--- config.mk ---
export PLATFORM = sky130hd
export DESIGN_NAME = bat_mod
export DESIGN_NICKNAME = d
export VERILOG_FILES = /design/src/bat_pkg.sv /design/src/bat_mod.sv
export SDC_FILE = /design/constraint.sdc
export NUM_CORES = 1
export LEC_CHECK = 0
export BUFFER_PORTS_ARGS = -buffer_cell sky130_fd_sc_hd__buf_4
export CAP_MARGIN = 10
export CORE_UTILIZATION = 30
export DETAILED_ROUTE_END_ITERATION = 12
export PLACE_DENSITY = 0.8
export SKIP_LAST_GASP = 1
export SYNTH_ARGS = -nofsm -noshare
export SYNTH_HDL_FRONTEND = slang
export SYNTH_SLANG_ARGS = --single-unit
--- constraint.sdc ---
create_clock -name clk -period 1.35 [get_ports clk]
set_input_delay 0.135 -clock clk [delete_from_list [all_inputs] [get_ports clk]]
set_output_delay 0.135 -clock clk [all_outputs]
set_load 0.01 [all_outputs]
--- src/bat_pkg.sv ---
// Package for the breakpoint address table.
// Field widths, operation and status codes, used-bit word geometry. No dependencies.
package bat_pkg;

  localparam int MODE_W   = 2;
  localparam int ADDR_W   = 64;
  localparam int STATUS_W = 2;
  localparam int HANDLE_W = 6;

  // used bits are kept in words of this size
  localparam int USED_W  = 32;
  localparam int USED_BW = 5;

  // remainder unit retires one hex digit per step
  localparam int DIGIT_W = 4;
  localparam int DIGITS  = ADDR_W / DIGIT_W;

  localparam logic [MODE_W-1:0] MODE_INSERT = 2'd0;
  localparam logic [MODE_W-1:0] MODE_FIND   = 2'd1;
  localparam logic [MODE_W-1:0] MODE_DELETE = 2'd2;

  localparam logic [STATUS_W-1:0] ST_OK        = 2'd0;
  localparam logic [STATUS_W-1:0] ST_NOT_FOUND = 2'd1;
  localparam logic [STATUS_W-1:0] ST_FULL      = 2'd2;

endpackage

--- src/bat_mod.sv ---
// Bucket index unit: 64-bit address modulo BUCKETS.
// Power-of-two counts take a mask; others a restoring remainder, one digit per cycle. Uses bat_pkg.
module bat_mod #(
  parameter int BUCKETS = 256
) (
  input  logic                         clk,
  input  logic                         rst_n,
  input  logic                         start,
  input  logic [bat_pkg::ADDR_W-1:0]   addr,
  output logic                         done,
  output logic [$clog2(BUCKETS)-1:0]   rem
);

  localparam int BW    = $clog2(BUCKETS);
  localparam int TW    = BW + bat_pkg::DIGIT_W;
  localparam bit POW2  = (BUCKETS & (BUCKETS - 1)) == 0;
  localparam int CNTW  = $clog2(bat_pkg::DIGITS);
  localparam logic [TW-1:0] BQ = TW'(BUCKETS);
  localparam logic [CNTW-1:0] LAST = CNTW'(bat_pkg::DIGITS - 1);

  logic                        busy_r;
  logic                        done_r;
  logic [bat_pkg::ADDR_W-1:0]  data_r;
  logic [BW-1:0]               rem_r;
  logic [CNTW-1:0]             cnt_r;
  logic [BW-1:0]               rem_step;

  // rem*16 + digit, then reduce by 8B, 4B, 2B, B
  always_comb begin
    logic [TW-1:0] t;
    t = {rem_r, data_r[bat_pkg::ADDR_W-1 -: bat_pkg::DIGIT_W]};
    for (int k = bat_pkg::DIGIT_W - 1; k >= 0; k--) begin
      if (t >= (BQ << k)) begin
        t = t - (BQ << k);
      end
    end
    rem_step = t[BW-1:0];
  end

  always_ff @(posedge clk) begin
    if (!rst_n) begin
      busy_r <= 1'b0;
      done_r <= 1'b0;
      cnt_r  <= '0;
    end else begin
      done_r <= 1'b0;
      if (start) begin
        if (POW2) begin
          rem_r  <= addr[BW-1:0];
          done_r <= 1'b1;
        end else begin
          busy_r <= 1'b1;
          data_r <= addr;
          rem_r  <= '0;
          cnt_r  <= '0;
        end
      end else if (busy_r) begin
        rem_r  <= rem_step;
        data_r <= data_r << bat_pkg::DIGIT_W;
        cnt_r  <= cnt_r + 1'b1;
        if (cnt_r == LAST) begin
          busy_r <= 1'b0;
          done_r <= 1'b1;
        end
      end
    end
  end

  assign done = done_r;
  assign rem  = rem_r;

endmodule

* Yosys cells after proc, flatten, opt, wreduce, memory -nomap -nowiden *
Index checks and enable logic that the tools add are counted.

word-level totals
  word-level logic and storage cells = 29
  input port bits = 67
  register bits after elaboration = 14

cells by class
  add/subtract/negate cells = 5
  bitwise gates (word level) = 1
  reduce and logical (&&, ||, !) cells = 3
  muxes and demuxes = 11
  $lt $le $gt $ge = 4
  eq/ne operators = 1

operators by type and width
  cell                                                    number
  2-to-1 mux 12 bit                                       3
  2-to-1 mux 8 bit                                        3
  >= comparator 12 x 10 -> 1 bit (second input constant)  1
  >= comparator 12 x 11 -> 1 bit (second input constant)  1
  >= comparator 12 bit (second input constant)            1
  >= comparator 12 x 9 -> 1 bit (second input constant)   1
  subtractor 12 x 10 -> 12 bit (second input constant)    1
  subtractor 12 x 11 -> 12 bit (second input constant)    1
  subtractor 12 bit (second input constant)               1
  subtractor 8 x 1 -> 8 bit (second input constant)       1
  2-to-1 mux 1 bit                                        5
  adder 4 x 1 -> 4 bit (second input constant)            1
  equality test 4 bit (second input constant)             1
  AND reduction 2 bit                                     2
  nonzero test 2 bit                                      1
  inverter 1 bit                                          1

* Logic depth before layout (Yosys ltp) *
Gate-level depths: netlist (run 1).

  depth in word-level cells = 10
  gate-level depth with buffers = 4
  mapped depth without buffers = 4

* Worst setup path after synthesis (run 1) *
Ideal clock, no wire load.

  path type = register to register
  from = register cnt_r[0]
  to = register cnt_r[2]
  arrival time = 0.868 ns
  setup slack = 0.367 ns
  stages on the path, launching flop included = 5
  library setup time = 0.115 ns
  path through = dfxtp_1 ha_1 nand3b_1 xnor2_1 and2_1

between the ends
  cells in the longest elaborated chain, start to end = 1

RTL lines
  what                      line           source
  start: declaration        bat_mod.sv:25  logic [CNTW-1:0] cnt_r;
  start signal: assignment  bat_mod.sv:60  cnt_r <= cnt_r + 1'b1;
  adder 4 x 1 -> 4 bit      bat_mod.sv:60

Every way passes these cells.
A chain may end at the register's enable or synchronous reset.

* Final worst setup path (run 1) *
  from = register busy_r
  to = register rem_r[1], in the netlist rem[1] (enable)

between the ends
  cells in the longest elaborated chain, start to end = 2

RTL lines
  what                           line           source
  start: declaration             bat_mod.sv:21  logic busy_r;
  start signal: assignment       bat_mod.sv:42  busy_r <= 1'b0;
  start signal: assignment       bat_mod.sv:52  busy_r <= 1'b1;
  start signal: assignment       bat_mod.sv:62  busy_r <= 1'b0;
  nonzero test 2 bit (no line)   --
  AND reduction 2 bit (no line)  --
  end signal: assignment         bat_mod.sv:49  rem_r <= addr[BW-1:0];
  end signal: assignment         bat_mod.sv:58  rem_r <= rem_step;
  end: declaration               bat_mod.sv:24  logic [BW-1:0] rem_r;

Every way passes these cells.

==> summary.md, run 1 <==
| Metric | Value |
|---|---|
| Sink Count | `14` |
| CTS Buf Count | `3` |
| Pre-CTS setup slack | `0.253 ns` |
| CTS Hold Bufs | `0` |
| Final core occ | `0.439` |
| DR vias | `393` |
| Gpl congestion | `between 0.6 and 0.7` |
| Post-synthesis async set-or-reset flop share | `0` |
| Post-Synthesis Cell Area | `around 580 um2` |
| H-tree depth | `1` |
| Post-CTS Setup Bufs | `0` |
| Worst-margin pin slew | `0.335 ns` |
| Most common library cells after synthesis | `8 x edfxtp_1, 6 x and2_1, 6 x dfxtp_1` |
| Die height | `46.0 um` |
| Slew HR | `0.777` |
| Final ANT Viol Nets | `0` |
| Status | `completed` |
| # diodes | `0` |
| Slowest Stage Delay on Critical Path | `0.41 ns` |
| Seq/Total Area, Yosys | `0.619` |
| Initial antenna violation count | `0` |
| Grt total ovfl | `0` |
| CTS tree | `built` |
| Max-cap violations | `0` |
| FF+latch count, synth | `14` |
| RSZ-0062 raised after global routing | `no` |
| Gate power share | `0.104` |
| Clk slew on worst S/H paths | `approximately 0.08 ns` |
| Setup Crit Path Kind | `flip-flop to flip-flop` |
| Fraction of layout cells with a size suffix above 1 | `0.429` |
| Hold slack | `~0.12 ns` |
| Final setup fails | `0` |
| Vias per cell | `4.47` |
| Crit path max-delay family | `flip-flops` |
| Largest cells by area after synthesis | `edfxtp_1 41%, dfxtp_1 21%, mux2_2 7.7%` |
| Final max-slew violation count | `0` |
| Fmax | `0.909 GHz` |
| Die W | `between 40 and 50 um` |
| I/O pin cnt | `76` |
| Final Skew | `0.00509 ns` |
| DRC | `0` |
| Tmin final | `1.10 ns` |
| Flop pwr share | `0.597` |
| Cells along the critical path | `o21a_1` |
| Clock power frac | `0.300` |
| P_leak | `around 0.32 nW` |
| Total track usage | `0.107` |
| Largest net degree at the start of global routing | `14` |
| Sw frac | `0.212` |
| CP Data Arrival Time | `about 1.1 ns` |
| Wire length per cell | `around 10 um` |
| Core Rows | `15` |
| Post-Synthesis Cells | `41` |
| Final Total Pwr | `between 0.7 and 0.8 mW` |
| Syn Nets | `~110` |
| Final Net Count | `132` |
| DR iter-0 viols | `5` |
| Sw Pwr | `about 0.17 mW` |
| First-pass GRT wire length | `1560 um` |
| Maximum vdd drop | `a little under 0.6 mV` |
| Period Utilization, post-route | `0.815` |
| Synth warnings | `0` |
| Number of gates resized after cts | `0` |
| Starting density of the core | `0.330` |
| Input/output buffers | `19` |
| CP Launch Type | `flip-flop` |
| EDFF count, synth | `8` |
| Clock latency on the worst-skew pair | `0.28 ns` |
| Final hold vios | `0` |
| Placed insts | `84` |
| Die area | `2120 um2` |
| CTS root buf | `clkbuf_4` |
| Biggest area consumer among synthesized cells | `edfxtp_1` |
| Setup TNS | `0 ns` |
| Final HPWL DP | `684 um` |
| Pwr dens | `1020 nW/um2` |
| Deepest clock path buffer count | `2` |
| Layout Cells excl Fill | `88` |
| Detailed Routing Iterations Pass 1 | `2` |
| Worst hold-check path type | `input pin to flip-flop` |
| Post-route cell area | `774 um2` |
| Critical Path Sink Type | `flip-flop` |
| CP max FO | `8` |
| Total wire length | `a little over 900 um` |
| Vias in the first global route | `382` |
| Slowest-stage cell, CP | `dfxtp_1` |
| CORE AREA | `1760 um2` |
| Placed inst area | `748 um2` |
| Required time worst endpoint | `approximately 1.3 ns` |
| Top_reg_cell synth | `edfxtp_1` |
| Most numerous cell in the Yosys netlist | `edfxtp_1` |
| Mean post-synth cell area | `around 14 um2` |
| Critical path buffers and inverters | `0` |
| Top-area cell type share of the netlist area | `0.413` |
| Post-synth cell types | `19` |
| Area delta synth->final | `33.1%` |
| Worst setup margin | `0.249 ns` |
| Pint | `0.626 mW` |
worst paths after layout:
kind / start / to / slack, ns / cells after the start
setup / recovery: busy_r$_SDFFE_PN0N_ / rem[1]$_SDFFCE_PN0P_ / 0.25 / 1
hold / removal: rst_n / cnt_r[0]$_SDFFE_PN0P_ / 0.12 / 2
setup reg to reg: busy_r$_SDFFE_PN0N_ / rem[1]$_SDFFCE_PN0P_ / 0.25 / 1
hold reg to reg: cnt_r[3]$_SDFFE_PN0P_ / cnt_r[3]$_SDFFE_PN0P_ / 0.50 / 2
power by group through the flow:
| stage | Clock (mW) | Sequential, mW | Combinational [mW] |
|---|---|---|---|
| 3_5_place_dp | 0 | 0.484 | 0.0841 |
| 3_3_place_gp | 0 | 0.483 | 0.0824 |
| 6_report | 0.238 | 0.473 | 0.0822 |
| 2_1_floorplan | 0 | 0.491 | 0.0269 |
| 4_1_cts | 0.246 | 0.474 | 0.0842 |
| 5_1_grt | 0.270 | 0.475 | 0.0912 |
cell families after synthesis:
| group | synth area share |
|---|---|
| buffers and inverters | 0.0129 |
| XOR/XNOR | 0.0301 |
| adder cells (fa/ha/maj) | 0.0215 |
| flip-flops | 0.619 |
| multiplexers | 0.112 |
| AO/OA/AOI/OAI | 0.0452 |
| AND/OR/NAND/NOR | 0.159 |
layer usage:
metal  global-route usage  up-vias  share of wire
met1                0.101      181           0.41
met2                0.208       18           0.51
met3               0.0595        0          0.076
met4                    0        0              0
li1                     -      194              -
met5                    0        -              0
sequential cells by signal, indices dropped and copies added, names as in the netlist:
name    count
busy_r      1
done        1
rem         8
cnt_r       4
cell usage in the layout (no fill, tap or decap), types with 2 or more instances in the layout:
| master | synthesis | layout |
|---|---|---|
| mux2_2 | 4 | 4 |
| dfxtp_1 | 6 | 6 |
| and2_1 | 6 | 6 |
| mux2i_1 | 2 | 2 |
| clkbuf_4 | 0 | 3 |
| edfxtp_1 | 8 | 8 |
| buf_4 | 1 | 19 |
| nor2b_1 | 2 | 2 |
final cells by class:
class,instances,area (um2)
repair buffers,19,143
well taps,25,31.3
flip-flops and latches,14,360
clock buffers,3,22.5
fillers,178,990
multi-input cells,26,214
clock inverters,1,3.75
No activity file was read; power rests on OpenSTA's default activity.
==> run 2: changes to the inputs <==
clock period = 1.1 ns   (was 1.35 ns; I/O delays follow)
==> summary.md, run 2 (synthesized netlist as in run 1, its figures left out) <==
| Metric | Value |
|---|---|
| Final Net Count | `132 (unchanged)` |
| Max reg flops | `8 (unchanged)` |
| Area delta synth->final | `34.2%` |
| RSZ-0062 raised after global routing | `no` |
| DR iter-0 viols | `3 (-2)` |
| Met3 Resource Use GR | `0.0595 (unchanged)` |
| CP Launch Type | `flip-flop` |
| Deepest clock path buffer count | `2 (unchanged)` |
| Clock latency on the worst-skew pair | `0.27 ns (about the same)` |
| Sw Pwr | `0.204 mW (+22%)` |
| Vias in the first global route | `378 (-1.0%)` |
| Vias per cell | `4.41 (-1.3%)` |
| Starting density of the core | `0.330 (unchanged)` |
| Final max-slew violation count | `0 (unchanged)` |
| Final setup fails | `0 (unchanged)` |
| Fillers | `178 (unchanged)` |
| CP Data Arrival Time | `1.19 ns (+0.14 ns)` |
| CTS Buf Count | `3 (unchanged)` |
| Die height | `46.0 um (unchanged)` |
| Sw frac | `0.210 (-0.00161)` |
| Grt peak-use layer | `met2` |
| Status | `completed` |
| Cells along the critical path | `ha_2 -> nand3b_1 -> xnor2_1 -> and2_1` |
| Critical Path Sink Type | `flip-flop` |
| Met1 global-route usage | `0.103 (+0.00246)` |
| Worst hold-check path type | `input pin to flip-flop` |
| First-pass GRT wire length | `1550 um (-0.90%)` |
| Slowest Stage Delay on Critical Path | `0.36 ns (-0.05 ns)` |
| Fraction of layout cells with a size suffix above 1 | `0.492 (+0.0635)` |
| CORE AREA | `1760 um2 (unchanged)` |
| Worst setup margin | `0.0851 ns (-0.164 ns)` |
| Detailed Routing Iterations Pass 1 | `2 (unchanged)` |
| H-tree depth | `1 (unchanged)` |
| Total wire length | `938 um (+1.6%)` |
| # diodes | `0 (unchanged)` |
| Gate power share | `0.104 (about the same)` |
| Input/output buffers | `19 (unchanged)` |
| Worst-margin pin slew | `0.188 ns (-0.147 ns)` |
| DR vias | `388 (-1.3%)` |
| Tmin final | `1.01 ns (-0.0857 ns)` |
| Fmax | `0.985 GHz (+8.4%)` |
| Die W | `46.0 um (unchanged)` |
| Hold slack | `0.0925 ns (-0.0244 ns)` |
| Final hold vios | `0 (unchanged)` |
| Sink Count | `14 (unchanged)` |
| Core Rows | `15 (unchanged)` |
| Final HPWL DP | `684 um (unchanged)` |
| Setup TNS | `0 ns (unchanged)` |
| Commonest non-fill, non-tap cell in the layout | `buf_4` |
| GR Util met2 | `0.200 (-0.00845)` |
| Grt total ovfl | `0 (unchanged)` |
| I/O pin cnt | `76 (unchanged)` |
| Slowest-stage cell, CP | `dfxtp_2` |
| CP max FO | `3 (-5)` |
| Initial antenna violation count | `0 (unchanged)` |
| Pint | `0.768 mW (+23%)` |
| Pwr dens | `1250 nW/um2 (+22%)` |
| Required time worst endpoint | `1.28 ns (-0.02 ns)` |
| Total track usage | `0.105 (-0.00164)` |
| Final Total Pwr | `0.972 mW (+23%)` |
| CTS tree | `built` |
| Die area | `2120 um2 (unchanged)` |
| Gpl congestion | `0.650 (unchanged)` |
| Maximum vdd drop | `0.699 mV (+21%)` |
| Final core occ | `0.443 (+0.00355)` |
| Pre-CTS setup slack | `0.00343 ns (-0.250 ns)` |
| Setup Crit Path Kind | `flip-flop to flip-flop` |
| Period Utilization, post-route | `0.923 (+0.107)` |
| Commonest cells after routing, fill and taps aside | `19 x buf_4, 8 x edfxtp_1, 6 x and2_1` |
| Clock power frac | `0.298 (-0.002)` |
| Final Skew | `0.00348 ns (-0.00161 ns)` |
| Clk slew on worst S/H paths | `0.08 ns (about the same)` |
| Slew HR | `0.874 (+0.0978)` |
| Flop pwr share | `0.597 (about the same)` |
| Final ANT Viol Nets | `0 (unchanged)` |
| P_leak | `0.316 nW (-0.43%)` |
| Max-cap violations | `0 (unchanged)` |
| CTS root buf | `clkbuf_4` |
| Largest net degree at the start of global routing | `14 (unchanged)` |
| CTS Hold Bufs | `0 (unchanged)` |
| Wire length per cell | `10.7 um (+1.6%)` |
| DRC | `0 (unchanged)` |
[run 2: stage by stage]
step,area (um2),cells
2_1_floorplan,582,41
3_5_place_dp,748,84
3_3_place_gp,748,84
6_report,781,88
4_1_cts,776,88
5_1_grt,781,88
[run 2: power by group through the flow]
stage | clock [mW] | combinational (mW) | sequential, mW
after floorplan | 0 | 0.0330 | 0.603
after global placement | 0 | 0.101 | 0.593
after detailed placement | 0 | 0.103 | 0.594
after CTS | 0.302 | 0.104 | 0.582
after global routing | 0.332 | 0.112 | 0.583
final | 0.290 | 0.101 | 0.581
[run 2: cell type report]
cell class,count,area (um2),share of cell area
multi-input cells,26,218,0.279
flip-flops and latches,14,363,0.465
well taps,25,31.3,0.0401
repair buffers,19,143,0.183
clock buffers,3,22.5,0.0288
clock inverters,1,3.75,0.00481
[run 2: worst max-delay path: cells and delay by family (launching register included)]
family / cells / cell delay, ns
xor gates and xnor gates: 1 / 0.12
adders and majority gates: 1 / 0.20
DFF: 1 / 0.36
and+or+nand+nor: 2 / 0.24
[run 2: worst paths after layout]
kind                                end  cells after the start                  start  slack (ns)
setup / recovery  cnt_r[2]$_SDFFE_PN0P_                      4  cnt_r[0]$_SDFFE_PN0P_        0.09
hold reg to reg   cnt_r[3]$_SDFFE_PN0P_                      2  cnt_r[3]$_SDFFE_PN0P_        0.50
setup reg to reg  cnt_r[2]$_SDFFE_PN0P_                      4  cnt_r[0]$_SDFFE_PN0P_        0.09
hold / removal    cnt_r[0]$_SDFFE_PN0P_                      2                  rst_n        0.09
[run 2: routing by layer]
layer / vias up / part of all wire
met1: 178 / 0.41
met3: 0 / 0.074
met5: - / 0
met4: 0 / 0
li1: 192 / -
met2: 18 / 0.52
[run 2: timing repair]
| action | in CTS | in global routing |
|---|---|---|
| gates resized for setup | 1 | 3 |
| setup buffers | 0 | 0 |
| hold endpoints to repair | 0 | 0 |
| gates cloned | 0 | 0 |
| endpoints found under the setup margin | 8 | 1 |
