### src/bat_pkg.sv
// Package for the breakpoint address table.
// Field widths, operation and status codes, used-bit word geometry. No dependencies.
package bat_pkg;

  localparam int MODE_W   = 2;
  localparam int ADDR_W   = 64;
  localparam int STATUS_W = 2;
  localparam int HANDLE_W = 6;

  // used bits are kept in words of this size
  localparam int USED_W  = 32;
  localparam int USED_BW = 5;

  // remainder unit retires one hex digit per step
  localparam int DIGIT_W = 4;
  localparam int DIGITS  = ADDR_W / DIGIT_W;

  localparam logic [MODE_W-1:0] MODE_INSERT = 2'd0;
  localparam logic [MODE_W-1:0] MODE_FIND   = 2'd1;
  localparam logic [MODE_W-1:0] MODE_DELETE = 2'd2;

  localparam logic [STATUS_W-1:0] ST_OK        = 2'd0;
  localparam logic [STATUS_W-1:0] ST_NOT_FOUND = 2'd1;
  localparam logic [STATUS_W-1:0] ST_FULL      = 2'd2;

endpackage

### src/bat_used.sv
// Entry allocation bits, kept as 32-bit words in a memory, with a first-free encoder
// on the registered read word. Uses bat_pkg.
module bat_used #(
  parameter int ENTRIES = 64,
  localparam int UWORDS = (ENTRIES + bat_pkg::USED_W - 1) / bat_pkg::USED_W,
  localparam int UAW    = (UWORDS > 1) ? $clog2(UWORDS) : 1
) (
  input  logic                                 clk,
  input  logic                                 rd_en,
  input  logic [UAW-1:0]                       rd_word,
  input  logic                                 wr_en,
  input  logic [UAW-1:0]                       wr_word,
  input  logic [bat_pkg::USED_W-1:0]           wr_data,
  output logic [bat_pkg::USED_W-1:0]           rdata,
  output logic                                 free_any,
  output logic [bat_pkg::USED_BW-1:0]          free_bit
);

  logic [bat_pkg::USED_W-1:0] mem [UWORDS];
  logic [bat_pkg::USED_W-1:0] rdata_r;
  logic [UAW-1:0]             rword_r;
  logic [bat_pkg::USED_W-1:0] free_vec;

  always_ff @(posedge clk) begin
    if (wr_en) begin
      mem[wr_word] <= wr_data;
    end
    if (rd_en) begin
      rdata_r <= mem[rd_word];
      rword_r <= rd_word;
    end
  end

  // bits past the last entry count as taken
  always_comb begin
    for (int j = 0; j < bat_pkg::USED_W; j++) begin
      free_vec[j] = !rdata_r[j] &&
                    ((int'(rword_r) * bat_pkg::USED_W + j) < ENTRIES);
    end
  end

  always_comb begin
    free_bit = '0;
    for (int j = bat_pkg::USED_W - 1; j >= 0; j--) begin
      if (free_vec[j]) begin
        free_bit = bat_pkg::USED_BW'(j);
      end
    end
  end

  assign free_any = |free_vec;
  assign rdata    = rdata_r;

endmodule

### config.mk
export PLATFORM = sky130hd
export DESIGN_NAME = bat_used
export DESIGN_NICKNAME = d
export VERILOG_FILES = /design/src/bat_pkg.sv /design/src/bat_used.sv
export SDC_FILE = /design/constraint.sdc
export NUM_CORES = 1
export LEC_CHECK = 0
export ABC_CLOCK_PERIOD_IN_PS = 2200
export BUFFER_PORTS_ARGS = -buffer_cell sky130_fd_sc_hd__buf_2
export CORE_MARGIN = 1
export CORE_UTILIZATION = 25
export DETAILED_ROUTE_END_ITERATION = 7
export PLACE_DENSITY = 0.54
export SLEW_MARGIN = 20
export SYNTH_ARGS = -nofsm -noshare
export SYNTH_HDL_FRONTEND = slang
export SYNTH_SLANG_ARGS = --single-unit
### constraint.sdc
create_clock -name clk -period 2.2 [get_ports clk]
set_clock_uncertainty 0.1 [all_clocks]
set_input_delay 0.22 -clock clk [delete_from_list [all_inputs] [get_ports clk]]
set_output_delay 0.22 -clock clk [all_outputs]
set_load 0.005 [all_outputs]
# == Yosys cells after proc, flatten, opt, wreduce, memory -nomap -nowiden ==
# Memory sizes are Yosys's and may differ from the RTL's. A register that Yosys moved wholly into a read port is not among the register bits.
# Index checks and enable logic that the tools add are counted.
# word_totals
ff_bits,1
latch_bits,0
ram_bits,64
romBits,0
inputBits,37
output_inout_bits,38
mem_count,1
# memory_table
memory,depth,width,read_ports,rd_clocked_by_memory_dff,write_ports,line_no,rtl
mem,2,32,1,1,1,bat_used.sv:19,logic [bat_pkg::USED_W-1:0] mem [UWORDS];
# op_classes
n_addsub,31
mul,0
div_mod_pow,0
n_lt_le_gt_ge,32
n_eq_ne,0
n_shift,0
muxes,34
bitwise,0
reduce_logical,65
# ops
cell,count
$lt A7 B7 Y1 const B,31
$mux W5,32
$add A6 B5 Y7 const B,16
$add A6 B4 Y7 const B,8
$logic_and A1 B1 Y1,32
$logic_not A1 Y1,32
$reduce_or A32 Y1,1
$add A6 B3 Y7 const B,4
$add A6 B2 Y7 const B,2
$add A6 B1 Y7 const B,1
$lt A6 B7 Y1 const B,1
$mux W1,2

# == Depth between registers and ports, before layout ==
# Gate-level depths: netlist of the first run.
# depth
ltp_word,35
mapped_depth,5

# == Worst setup path before layout of the first run ==
# Ideal clock, no wire load.
# synth_path
kind,in2reg
from,in wr_word
to,mem mem[0][0] (netlist bit) (enable)
setup_ps,425
arrival_ps,1672
t_required_ps,1675
slack_ps,2
path_stages,1
n_path_buf,0
path_cell_list,nor2b_1
# synth_rtl
item,line_no,rtl
from (decl),bat_used.sv:12,"input logic [UAW-1:0] wr_word,"
to (decl),bat_used.sv:19,
# No word-level cell before the write port.

# == Final worst setup path of the first run ==
# layout_path
from,reg rdata_r (netlist bit rdata[29]) (read register of mem)
to,out free_bit[0] (netlist bit)
# layout_between
elab_chain_cells,32
# layout_rtl
item,line_no,rtl
from (decl),bat_used.sv:20,logic [bat_pkg::USED_W-1:0] rdata_r;
$logic_not A1 Y1,bat_used.sv:37,free_vec[j] = !rdata_r[j] &&
$logic_and A1 B1 Y1,bat_used.sv:37,
$mux W5 (30 in series),bat_used.sv:45,if (free_vec[j]) begin
to (decl),bat_used.sv:16,output logic [bat_pkg::USED_BW-1:0] free_bit
# Every way passes these cells.

==> metrics.yaml, run 1 <==
synth_cells: 200
power_mw: 4.14
dpl.hpwl_mm: 5.51
power_frac_clock: 0.380
yosys-top-cells-area: "edfxtp_1 (79%), mux2_2 (9.9%), nand4_1 (1.5%)"
min_period_over_period: 0.957
synth_area_per_cell_um2: 18.3
post_drt_wl_per_cell_um: 15.8
grt_max_degree: 33
syn-cell-area_um2: 3660
maxCapViolations: 0
pwr-share-comb: 0.079
max_slew_margin: 0.688
crit_type: "flop to output pin"
via_count: 2142
max_freq_ghz: 0.475
status: "complete, no violations"
place_congestion: 0.704
io_pins: 75
clk_latency_ns: 0.33
vdd_drop_max_mv: 0.385
setup_violations: 0
antenna_found_initial: 0
arrival_ns: 1.79
seq_power_share: 0.541
cts.sinks: 96
root_buffer: "clkbuf_16"
max_stage_delay_ns: 0.47
cp_cell_sequence: "nand2b_1 > nand3_1 > a31oi_1 > a2111oi_4 > o221a_2 > buf_2"
portBuffers: 74
drt_iter0_markers: 97
preCtsSetupSlack_ns: 0.359
hold_viol: 0
synth.net_count: 237
ys_ff_latch: 96
route.antenna.remaining_nets: 0
tightest_slew_ns: 0.467
p_leak_nw: 1.83
totalWireLength_mm: 8.04
post_drt_via_cell_ratio: 4.22
num-fill-cells: 1351
yosys_warnings: 0
die_h_um: 123
crit_fanout: 4
die_area_um2: 15100
yosysTopAreaCellShare: 0.789
drc: 0
swShare: 0.198
hold_class: "input pin to flop"
setup_ws_ns: 0.0938
drive_gt1_frac: 0.418
grt_first_pass_wirelength_mm: 12.0
numCtsBuffers: 9
firstDrtPassIters: 4
diodes: 0
fin_crit_ns: 2.11
clkTransAtPathRegs_ns: 0.06
nNetsFinal: 362
tritoncts: "yes"
clock_path_buffers: 2
cp-end-kind: "output pin"
cp_slowest_cell: "edfxtp_1"
synth.distinct_cells: 28
setup_tns_ns: 0
p_sw_uw: 821
p_int_mw: 3.32
overflow: 0
core_um2: 14100
num_rows: 43
power_density_nw_per_um2: 827
area_growth_pct: 36.8
grt_pass1_vias: 2190
slew_viol_final: 0
track_usage: 0.111
cts_max_level: 3
synth_seq_area_share: 0.789
fp.dieW_um: 123
start_util: 0.259
startpoint_type: "flop"
synth_top_cell_by_area: "edfxtp_1"
cp.required_ns: 1.88
routing by layer:
layer,global-route usage,part of all wire,vias up
met5,0,0,-
met4,0.0381,0.011,0
met3,0.0323,0.041,5
li1,-,-,1043
met1,0.138,0.44,1045
met2,0.184,0.51,49
cells in the mapped netlist, drive strengths merged:
library cell / n
o21bai: 1
nor3: 2
o2111ai: 2
and4: 1
inv: 6
a21o: 1
a21oi: 5
nand2: 11
nand4: 9
a31oi: 4
edfxtp: 96
o221a: 1
nand3: 6
and2: 1
a211oi: 1
or3: 2
nor4: 1
nor2: 4
nor2b: 1
nand2b: 1
mux2: 32
buf: 3
a2111oi: 1
clkbuf: 1
nand3b: 2
o21ai: 5
repair_timing:
item / CTS / global route
buffers inserted: 1 / 7
pin swaps: 0 / 4
resized for setup: 0 / 4
endpoints found under the setup margin: 1 / 3
hold buffers: 32 / 0
hold endpoints to repair: 64 / 0
through the flow:
stage	instance area, um^2	hold WS, ns	util	std cells
after floorplan	3660	0.219	-	200
after global placement	4300	0.308	0.305	454
after detailed placement	4300	0.313	0.305	454
after CTS	4920	0.181	0.349	501
after global routing	5000	0.184	0.355	508
final	5000	0.181	0.355	508
sequential cells by signal, summed over array words and instances, names as in the netlist:
name / count
mem: 64
rdata: 32
cells by family after synthesis:
kind of cell	after synthesis	synth area share
muxes	32	0.0986
and+or+nand+nor	41	0.0630
DFF	96	0.788
AOI/OAI and AO/OA	21	0.0387
buffers and inverters	10	0.0113
cell usage in the layout, fill, tap and decap left out, drive strengths merged:
| cell type | count |
|---|---|
| and4 | 1 |
| o21ai | 5 |
| a21o | 1 |
| o2111ai | 2 |
| or3 | 2 |
| nand3 | 6 |
| dlygate4sd3 | 32 |
| a31oi | 4 |
| nor3 | 2 |
| edfxtp | 96 |
| nor2b | 1 |
| a211oi | 1 |
| nand2b | 1 |
| nor2 | 4 |
| nor4 | 1 |
| and2 | 1 |
| buf | 86 |
| nand2 | 11 |
| inv | 6 |
| mux2 | 32 |
| bufinv | 2 |
| clkinv | 3 |
| clkbuf | 9 |
| o21bai | 1 |
| o221a | 1 |
| a21oi | 5 |
| nand4 | 9 |
| nand3b | 2 |
| a2111oi | 1 |
final timing paths:
kind,endpoint,slack [ns],startpoint,depth (start not counted)
setup / recovery,free_bit[0],0.09,rdata[29]$_DFFE_PP_,6
hold / removal,mem[0][25]$_DFFE_PP_,0.18,wr_word,2
setup reg to reg,rdata[19]$_DFFE_PP_,1.21,mem[0][19]$_DFFE_PP_,1
hold reg to reg,rdata[5]$_DFFE_PP_,0.44,mem[1][5]$_DFFE_PP_,1
worst max-delay path: cells and delay by family (launching register included):
kind | cells | cell delay, ns
AO/OA/AOI/OAI | 3 | 0.59
buffers and inverters | 1 | 0.12
flip-flops | 1 | 0.47
AND/OR/NAND/NOR | 2 | 0.28
power groups by stage:
stage               combinational (mW)  sequential (mW)  clock, mW
CTS                              0.318             2.24       1.61
floorplan                        0.116             2.26          0
global route                     0.359             2.25       1.68
detailed placement               0.269             2.28          0
global placement                 0.267             2.27          0
finish                           0.327             2.24       1.57
layout make-up:
cell class | count | area (um^2) | area share
clock buffer | 9 | 225 | 0.0450
clock inverter | 5 | 73.8 | 0.0148
inverter | 6 | 22.5 | 0.00450
multi-input combinational | 94 | 767 | 0.153
sequential | 96 | 2880 | 0.576
tap | 180 | 225 | 0.0450
timing repair buffer | 118 | 806 | 0.161
Power figures use the tool's default switching activity.
==> run 2: changes to the inputs <==
--- a/config.mk
+++ b/config.mk
@@ -8,9 +8,10 @@
 export ABC_CLOCK_PERIOD_IN_PS = 2200
 export BUFFER_PORTS_ARGS = -buffer_cell sky130_fd_sc_hd__buf_2
 export CORE_MARGIN = 1
-export CORE_UTILIZATION = 25
+export CORE_UTILIZATION = 38
 export DETAILED_ROUTE_END_ITERATION = 7
-export PLACE_DENSITY = 0.54
+export PLACE_DENSITY = 0.71
+export REMOVE_ABC_BUFFERS = 1
 export SLEW_MARGIN = 20
 export SYNTH_ARGS = -nofsm -noshare
 export SYNTH_HDL_FRONTEND = slang
==> run 2 against run 1 <==
  * Setup slack worse by 0.028 ns
  * Sequential power hardly changed
  * Register-to-register slack lost 0.03 ns
  * Clock-buffer cell count increased by 1
  * Cell area shrank 4.1%
  * Largest cell class unchanged
  * Hold slack gained 0.20 ns
  * Critical endpoint unchanged
  * Sequential share of layout area grew 2.4 points
==> metrics.yaml, run 2 (synthesis gave the netlist of run 1 again) <==
status: "complete, no violations"  # unchanged
max_slew_margin: 0.487  # was 0.688
endpoint: "free_bit[0]"  # unchanged
drc: 0  # unchanged
pwr-share-comb: 0.082  # was 0.079
power_density_nw_per_um2: 781  # was 827 nW/um^2
r2r-start: "mem[1][29]$_DFFE_PP_"  # was mem[0][19]$_DFFE_PP_
setup_ws_ns: 0.0662  # was 0.0938 ns
portBuffers: 74  # unchanged
tritoncts: "yes"  # unchanged
final_cell_mix: "edfxtp_1 (96), buf_2 (74), mux2_2 (32), dlygate4sd3_1 (32), nand2_1 (11)"  # unchanged
antenna_found_initial: 0  # unchanged
firstDrtPassIters: 4  # unchanged
hold_class: "input pin to flop"  # unchanged
seq_power_share: 0.596  # was 0.541
fin_crit_ns: 2.13  # was 2.11 ns
crit_start: "rdata[21]$_DFFE_PP_"  # was rdata[29]$_DFFE_PP_
area_growth_pct: 31.2  # was 36.8%
post_drt_wl_per_cell_um: 15.9  # was 15.8 um
top_register: "mem"  # unchanged
crit_type: "flop to output pin"  # unchanged
num_rows: 35  # was 43
core_um2: 9280  # was 14100 um^2
start_util: 0.394  # was 0.259
tightest_slew_ns: 0.770  # was 0.467 ns
rsz0062_at_grt: "true"
arrival_ns: 1.81  # was 1.79 ns
reg2reg_slack_ns: 1.18  # was 1.21 ns
power_frac_clock: 0.321  # was 0.380
clk_latency_ns: 0.35  # was 0.33 ns
largest_reg_flops: 64  # unchanged
p_int_mw: 2.97  # was 3.32 mW
preCtsSetupSlack_ns: 0.403  # was 0.359 ns
vdd_drop_max_mv: 0.403  # was 0.385 mV
startpoint_type: "flop"  # unchanged
r2r.worst_path.cells: 1  # unchanged
fp.dieW_um: 100  # was 123 um
p_leak_nw: 1.76  # was 1.83 nW
r2r_end: "rdata[29]$_DFFE_PP_"  # was rdata[19]$_DFFE_PP_
swShare: 0.208  # was 0.198
max_stage_delay_ns: 0.48  # was 0.47 ns
clock_path_buffers: 2  # unchanged
io_pins: 75  # unchanged
crit_fanout: 6  # was 4
clkTransAtPathRegs_ns: 0.09  # was 0.06 ns
p_sw_uw: 780  # was 821 uW
root_buffer: "clkbuf_8"  # was clkbuf_16
cts_max_level: 3  # unchanged
cts.sinks: 96  # unchanged
dpl.hpwl_mm: 4.83  # was 5.51 mm
grt_first_pass_wirelength_mm: 11.0  # was 12.0 mm
cp_cell_sequence: "inv_1 > o21ai_0 > a2111oi_4 > o221a_2 > buf_2"  # was nand2b_1 > nand3_1 > a31oi_1 > a2111oi_4 > o221a_2 > buf_2
min_period_over_period: 0.970  # was 0.957
setup_violations: 0  # unchanged
route.antenna.remaining_nets: 0  # unchanged
cp_slowest_cell: "edfxtp_1"  # unchanged
nNetsFinal: 357  # was 362
track_usage: 0.153  # was 0.111
die_h_um: 100  # was 123 um
post_drt_via_cell_ratio: 4.74  # was 4.22
cp.required_ns: 1.88  # about the same
fin_area_um2: 4800  # was 5000 um^2
grt_max_degree: 33  # unchanged
via_count: 2145  # was 2142
diodes: 0  # unchanged
maxCapViolations: 0  # unchanged
max_freq_ghz: 0.469  # was 0.475 GHz
die_area_um2: 10000  # was 15100 um^2
hold_viol: 0  # unchanged
overflow: 0  # unchanged
numCtsBuffers: 9  # unchanged
drive_gt1_frac: 0.410  # was 0.418
totalWireLength_mm: 7.21  # was 8.04 mm
slew_viol_final: 0  # unchanged
drt_iter0_markers: 76  # was 97
dpl_cell_area_um2: 4210  # was 4300 um^2
cp-end-kind: "output pin"  # unchanged
place_congestion: 0.752  # was 0.704
final_common_cell: "edfxtp_1"  # unchanged
grt_pass1_vias: 2136  # was 2190
worstHoldPathCells: 2  # unchanged
==> run 2: cell types whose count changed in the layout (fill, tap and decap cells not counted), sizes merged <==
cell      previous run  this run
inv                  6         7
buf                 86        81
clkinv               3         1
clkinvlp             0         1
clkbuf               9        10
==> run 2: metrics by stage <==
step                      utilization  setup TNS (ns)  total power [mW]  hold slack (ns)  std cells
after floorplan                     -               0              2.37            0.219        196
after global placement          0.454               0              2.52            0.308        402
after detailed placement        0.454               0              2.54            0.313        402
after CTS                       0.511               0              3.78            0.372        450
after global routing            0.517         -0.0643              3.91            0.376        453
final                           0.517               0              3.75            0.380        453
==> run 2: metal layers <==
metal  part of all wire  GRT usage  up-vias
met1               0.43      0.183     1041
met4              0.012     0.0468        0
met5                  0          0        -
met2               0.51      0.262       59
li1                   -          -     1037
met3              0.041     0.0508        8
==> run 2: worst min path at each step <==
stage	from	end
after floorplan	wr_data[0]	mem[0][0]$_DFFE_PP_
after global placement	wr_data[10]	mem[0][10]$_DFFE_PP_
after detailed placement	wr_data[23]	mem[1][23]$_DFFE_PP_
after CTS	rd_word	rdata[27]$_DFFE_PP_
after global routing	rd_word	rdata[27]$_DFFE_PP_
final	rd_word	rdata[27]$_DFFE_PP_
==> run 2: area by class of cell <==
type	instances	area, um^2
clock buffers	10	128
repair buffers	113	756
multi-input cells	94	767
well taps	129	161
inverters	6	22.5
clock inverters	5	81.3
fillers	803	4490
flip-flops and latches	96	2880
==> run 2: repair_timing <==
action / 4_1_cts / 5_1_grt
gates resized for setup: 0 / 4
pin swaps: 0 / 4
hold buffers: 32 / 0
hold endpoints to repair: 64 / 0
endpoints found under the setup margin: 1 / 3
buffers inserted: 1 / 3
==> run 2: power groups by stage <==
stage          Sequential [mW]  Clock [mW]  Combinational, mW
2_1_floorplan             2.26           0              0.106
3_3_place_gp              2.27           0              0.253
3_5_place_dp              2.28           0              0.258
4_1_cts                   2.24        1.24              0.305
5_1_grt                   2.25        1.32              0.337
6_report                  2.23        1.20              0.308
==> run 2: critical path: cells and delay by family, from the launching register on <==
kind            cells  cell delay [ns]
buf+inv             2             0.18
compound gates      3             0.80
flops               1             0.48
==> run 3: changes to the inputs <==
--- a/config.mk
+++ b/config.mk
@@ -10,6 +10,7 @@
 export CORE_MARGIN = 1
 export CORE_UTILIZATION = 38
 export DETAILED_ROUTE_END_ITERATION = 7
+export GPL_TIMING_DRIVEN = 0
 export PLACE_DENSITY = 0.71
 export REMOVE_ABC_BUFFERS = 1
 export SLEW_MARGIN = 20
==> run 3 against run 2 <==
  * Sequential power about the same
  * Register-to-register slack improved by 0.02 ns
  * Sequential share of layout area decreased by 0.60 points
  * Die area unchanged
  * Clock power decreased by 9%
  * Total power decreased by 2.6%
  * Cell area increased by 1.0%
  * Wire length increased by 0.86%
  * Via count increased by 3.2%
  * Global-route usage decreased by 0.094 points
  * First-iteration DRC count increased by 22%
  * Largest cell class unchanged
==> metrics.yaml, run 3 (synthesis gave the netlist of run 1 again) <==
overflow: 0  # unchanged
power_density_nw_per_um2: 752  # was 781 nW/um^2
core_um2: 9280  # unchanged
tritoncts: "yes"  # unchanged
hold_class: "input pin to flop"  # unchanged
drt_iter0_markers: 93  # was 76
power_mw: 3.65  # was 3.75 mW
pwr-share-comb: 0.090  # was 0.082
place_congestion: 0.810  # was 0.752
startpoint_type: "flop"  # unchanged
worstHoldPathCells: 2  # unchanged
fin_area_um2: 4850  # was 4800 um^2
cp.required_ns: 1.88  # about the same
largest_reg_flops: 64  # unchanged
post_drt_wl_per_cell_um: 15.8  # was 15.9 um
track_usage: 0.152  # was 0.153
firstDrtPassIters: 4  # unchanged
maxCapViolations: 0  # unchanged
critical_path_depth: 6  # was 5
r2r.worst_path.cells: 1  # unchanged
slew_viol_final: 0  # unchanged
start_util: 0.394  # unchanged
route.antenna.remaining_nets: 0  # unchanged
arrival_ns: 1.79  # was 1.81 ns
critPathBufInv: 1  # was 2
fp.dieW_um: 100  # unchanged
nNetsFinal: 363  # was 357
p_leak_nw: 1.78  # was 1.76 nW
clock_path_buffers: 2  # unchanged
area_growth_pct: 32.6  # was 31.2%
grt_pass1_vias: 2164  # was 2136
die_h_um: 100  # unchanged
clkTransAtPathRegs_ns: 0.09  # about the same
die_area_um2: 10000  # unchanged
io_pins: 75  # unchanged
via_count: 2213  # was 2145
min_period_over_period: 0.961  # was 0.970
crit_type: "flop to output pin"  # unchanged
preCtsSetupSlack_ns: 0.365  # was 0.403 ns
cp_slowest_cell: "edfxtp_1"  # unchanged
cts_max_level: 3  # unchanged
vdd_drop_max_mv: 0.394  # was 0.403 mV
final_common_cell: "edfxtp_1"  # unchanged
rsz0062_at_grt: "true"  # unchanged
p_int_mw: 2.87  # was 2.97 mW
swShare: 0.213  # was 0.208
status: "complete, no violations"  # unchanged
clk_latency_ns: 0.35  # about the same
numCtsBuffers: 9  # unchanged
top_register: "mem"  # unchanged
crit_fanout: 4  # was 6
max_stage_delay_ns: 0.45  # was 0.48 ns
cp_cell_sequence: "nand3b_1 > nand3_1 > a31oi_2 > a2111oi_4 > o221a_2 > buf_2"  # was inv_1 > o21ai_0 > a2111oi_4 > o221a_2 > buf_2
tightest_slew_ns: 0.773  # was 0.770 ns
fin_crit_ns: 2.11  # was 2.13 ns
power_frac_clock: 0.298  # was 0.321
grt_max_degree: 33  # unchanged
dpl.hpwl_mm: 4.82  # was 4.83 mm
drive_gt1_frac: 0.420  # was 0.410
max_freq_ghz: 0.473  # was 0.469 GHz
portBuffers: 74  # unchanged
setup_ws_ns: 0.0868  # was 0.0662 ns
final_cell_mix: "edfxtp_1 (96), buf_2 (74), mux2_2 (32), dlygate4sd3_1 (32)"  # was edfxtp_1 (96), buf_2 (74), mux2_2 (32), dlygate4sd3_1 (32), nand2_1 (11)
num_rows: 35  # unchanged
antenna_found_initial: 0  # unchanged
p_sw_uw: 775  # was 780 uW
drc: 0  # unchanged
setup_violations: 0  # unchanged
diodes: 0  # unchanged
path_delay_family: "compound AO/OA/AOI/OAI gates"  # unchanged
hold_viol: 0  # unchanged
dpl_cell_area_um2: 4230  # was 4210 um^2
seq_power_share: 0.612  # was 0.596
max_slew_margin: 0.485  # was 0.487
grt_first_pass_wirelength_mm: 11.1  # was 11.0 mm
root_buffer: "clkbuf_8"  # unchanged
cts.sinks: 96  # unchanged
totalWireLength_mm: 7.27  # was 7.21 mm
post_drt_via_cell_ratio: 4.81  # was 4.74
cp-end-kind: "output pin"  # unchanged
-- run 3: cell count changes in the layout (fill, tap and decap cells not counted), sizes merged --
cell      previous run  this run
buf                 81        87
clkinvlp             1         0
inv                  7         6
clkinv               1         2
clkbuf              10        13
bufinv               2         1
-- run 3: routing by layer --
layer  wire length [um]  vias to the layer above  share of wire  track usage
met4                 82                        0          0.011       0.0513
met5                  0                        -              0            0
li1                   -                     1049              -            -
met1               3150                     1090           0.43        0.189
met2               3730                       65           0.51        0.256
met3                313                        9          0.043       0.0418
-- run 3: area by class of cell --
cell class	count	area, um^2
well taps	129	161
flip-flops and latches	96	2880
multi-input cells	94	771
clock inverters	3	42.5
fillers	828	4440
inverters	6	22.5
clock buffers	13	139
repair buffers	119	828
-- run 3: path summary, 6_finish.rpt --
check	endpoint	slack [ns]	startpoint
worst min-delay path	mem[0][28]$_DFFE_PP_	0.17	wr_word
worst max-delay path	free_bit[0]	0.09	rdata[31]$_DFFE_PP_
worst max register to register	rdata[8]$_DFFE_PP_	1.20	mem[1][8]$_DFFE_PP_
worst min register to register	rdata[27]$_DFFE_PP_	0.44	mem[0][27]$_DFFE_PP_
-- run 3: what timing repair did --
action,4_1_cts,5_1_grt
hold buffers,32,0
setup endpoints to repair,1,3
hold endpoints to repair,64,0
resized for setup,0,4
pin swaps,0,1
setup buffers,1,10
-- run 3: power groups by stage --
stage,Clock [mW],Sequential (mW),Combinational (mW)
finish,1.09,2.23,0.329
global route,1.18,2.25,0.361
CTS,1.11,2.23,0.308
detailed placement,0,2.28,0.260
global placement,0,2.27,0.239
floorplan,0,2.26,0.106
-- run 3: per-stage QoR --
stage / TNS (ns) / util / hold slack, ns / std cells
CTS: 0 / 0.511 / 0.164 / 450
detailed placement: 0 / 0.456 / 0.311 / 401
global route: -0.0691 / 0.522 / 0.165 / 460
finish: 0 / 0.522 / 0.175 / 460
global placement: -30.23 / 0.449 / 0.309 / 399
floorplan: 0 / - / 0.219 / 196
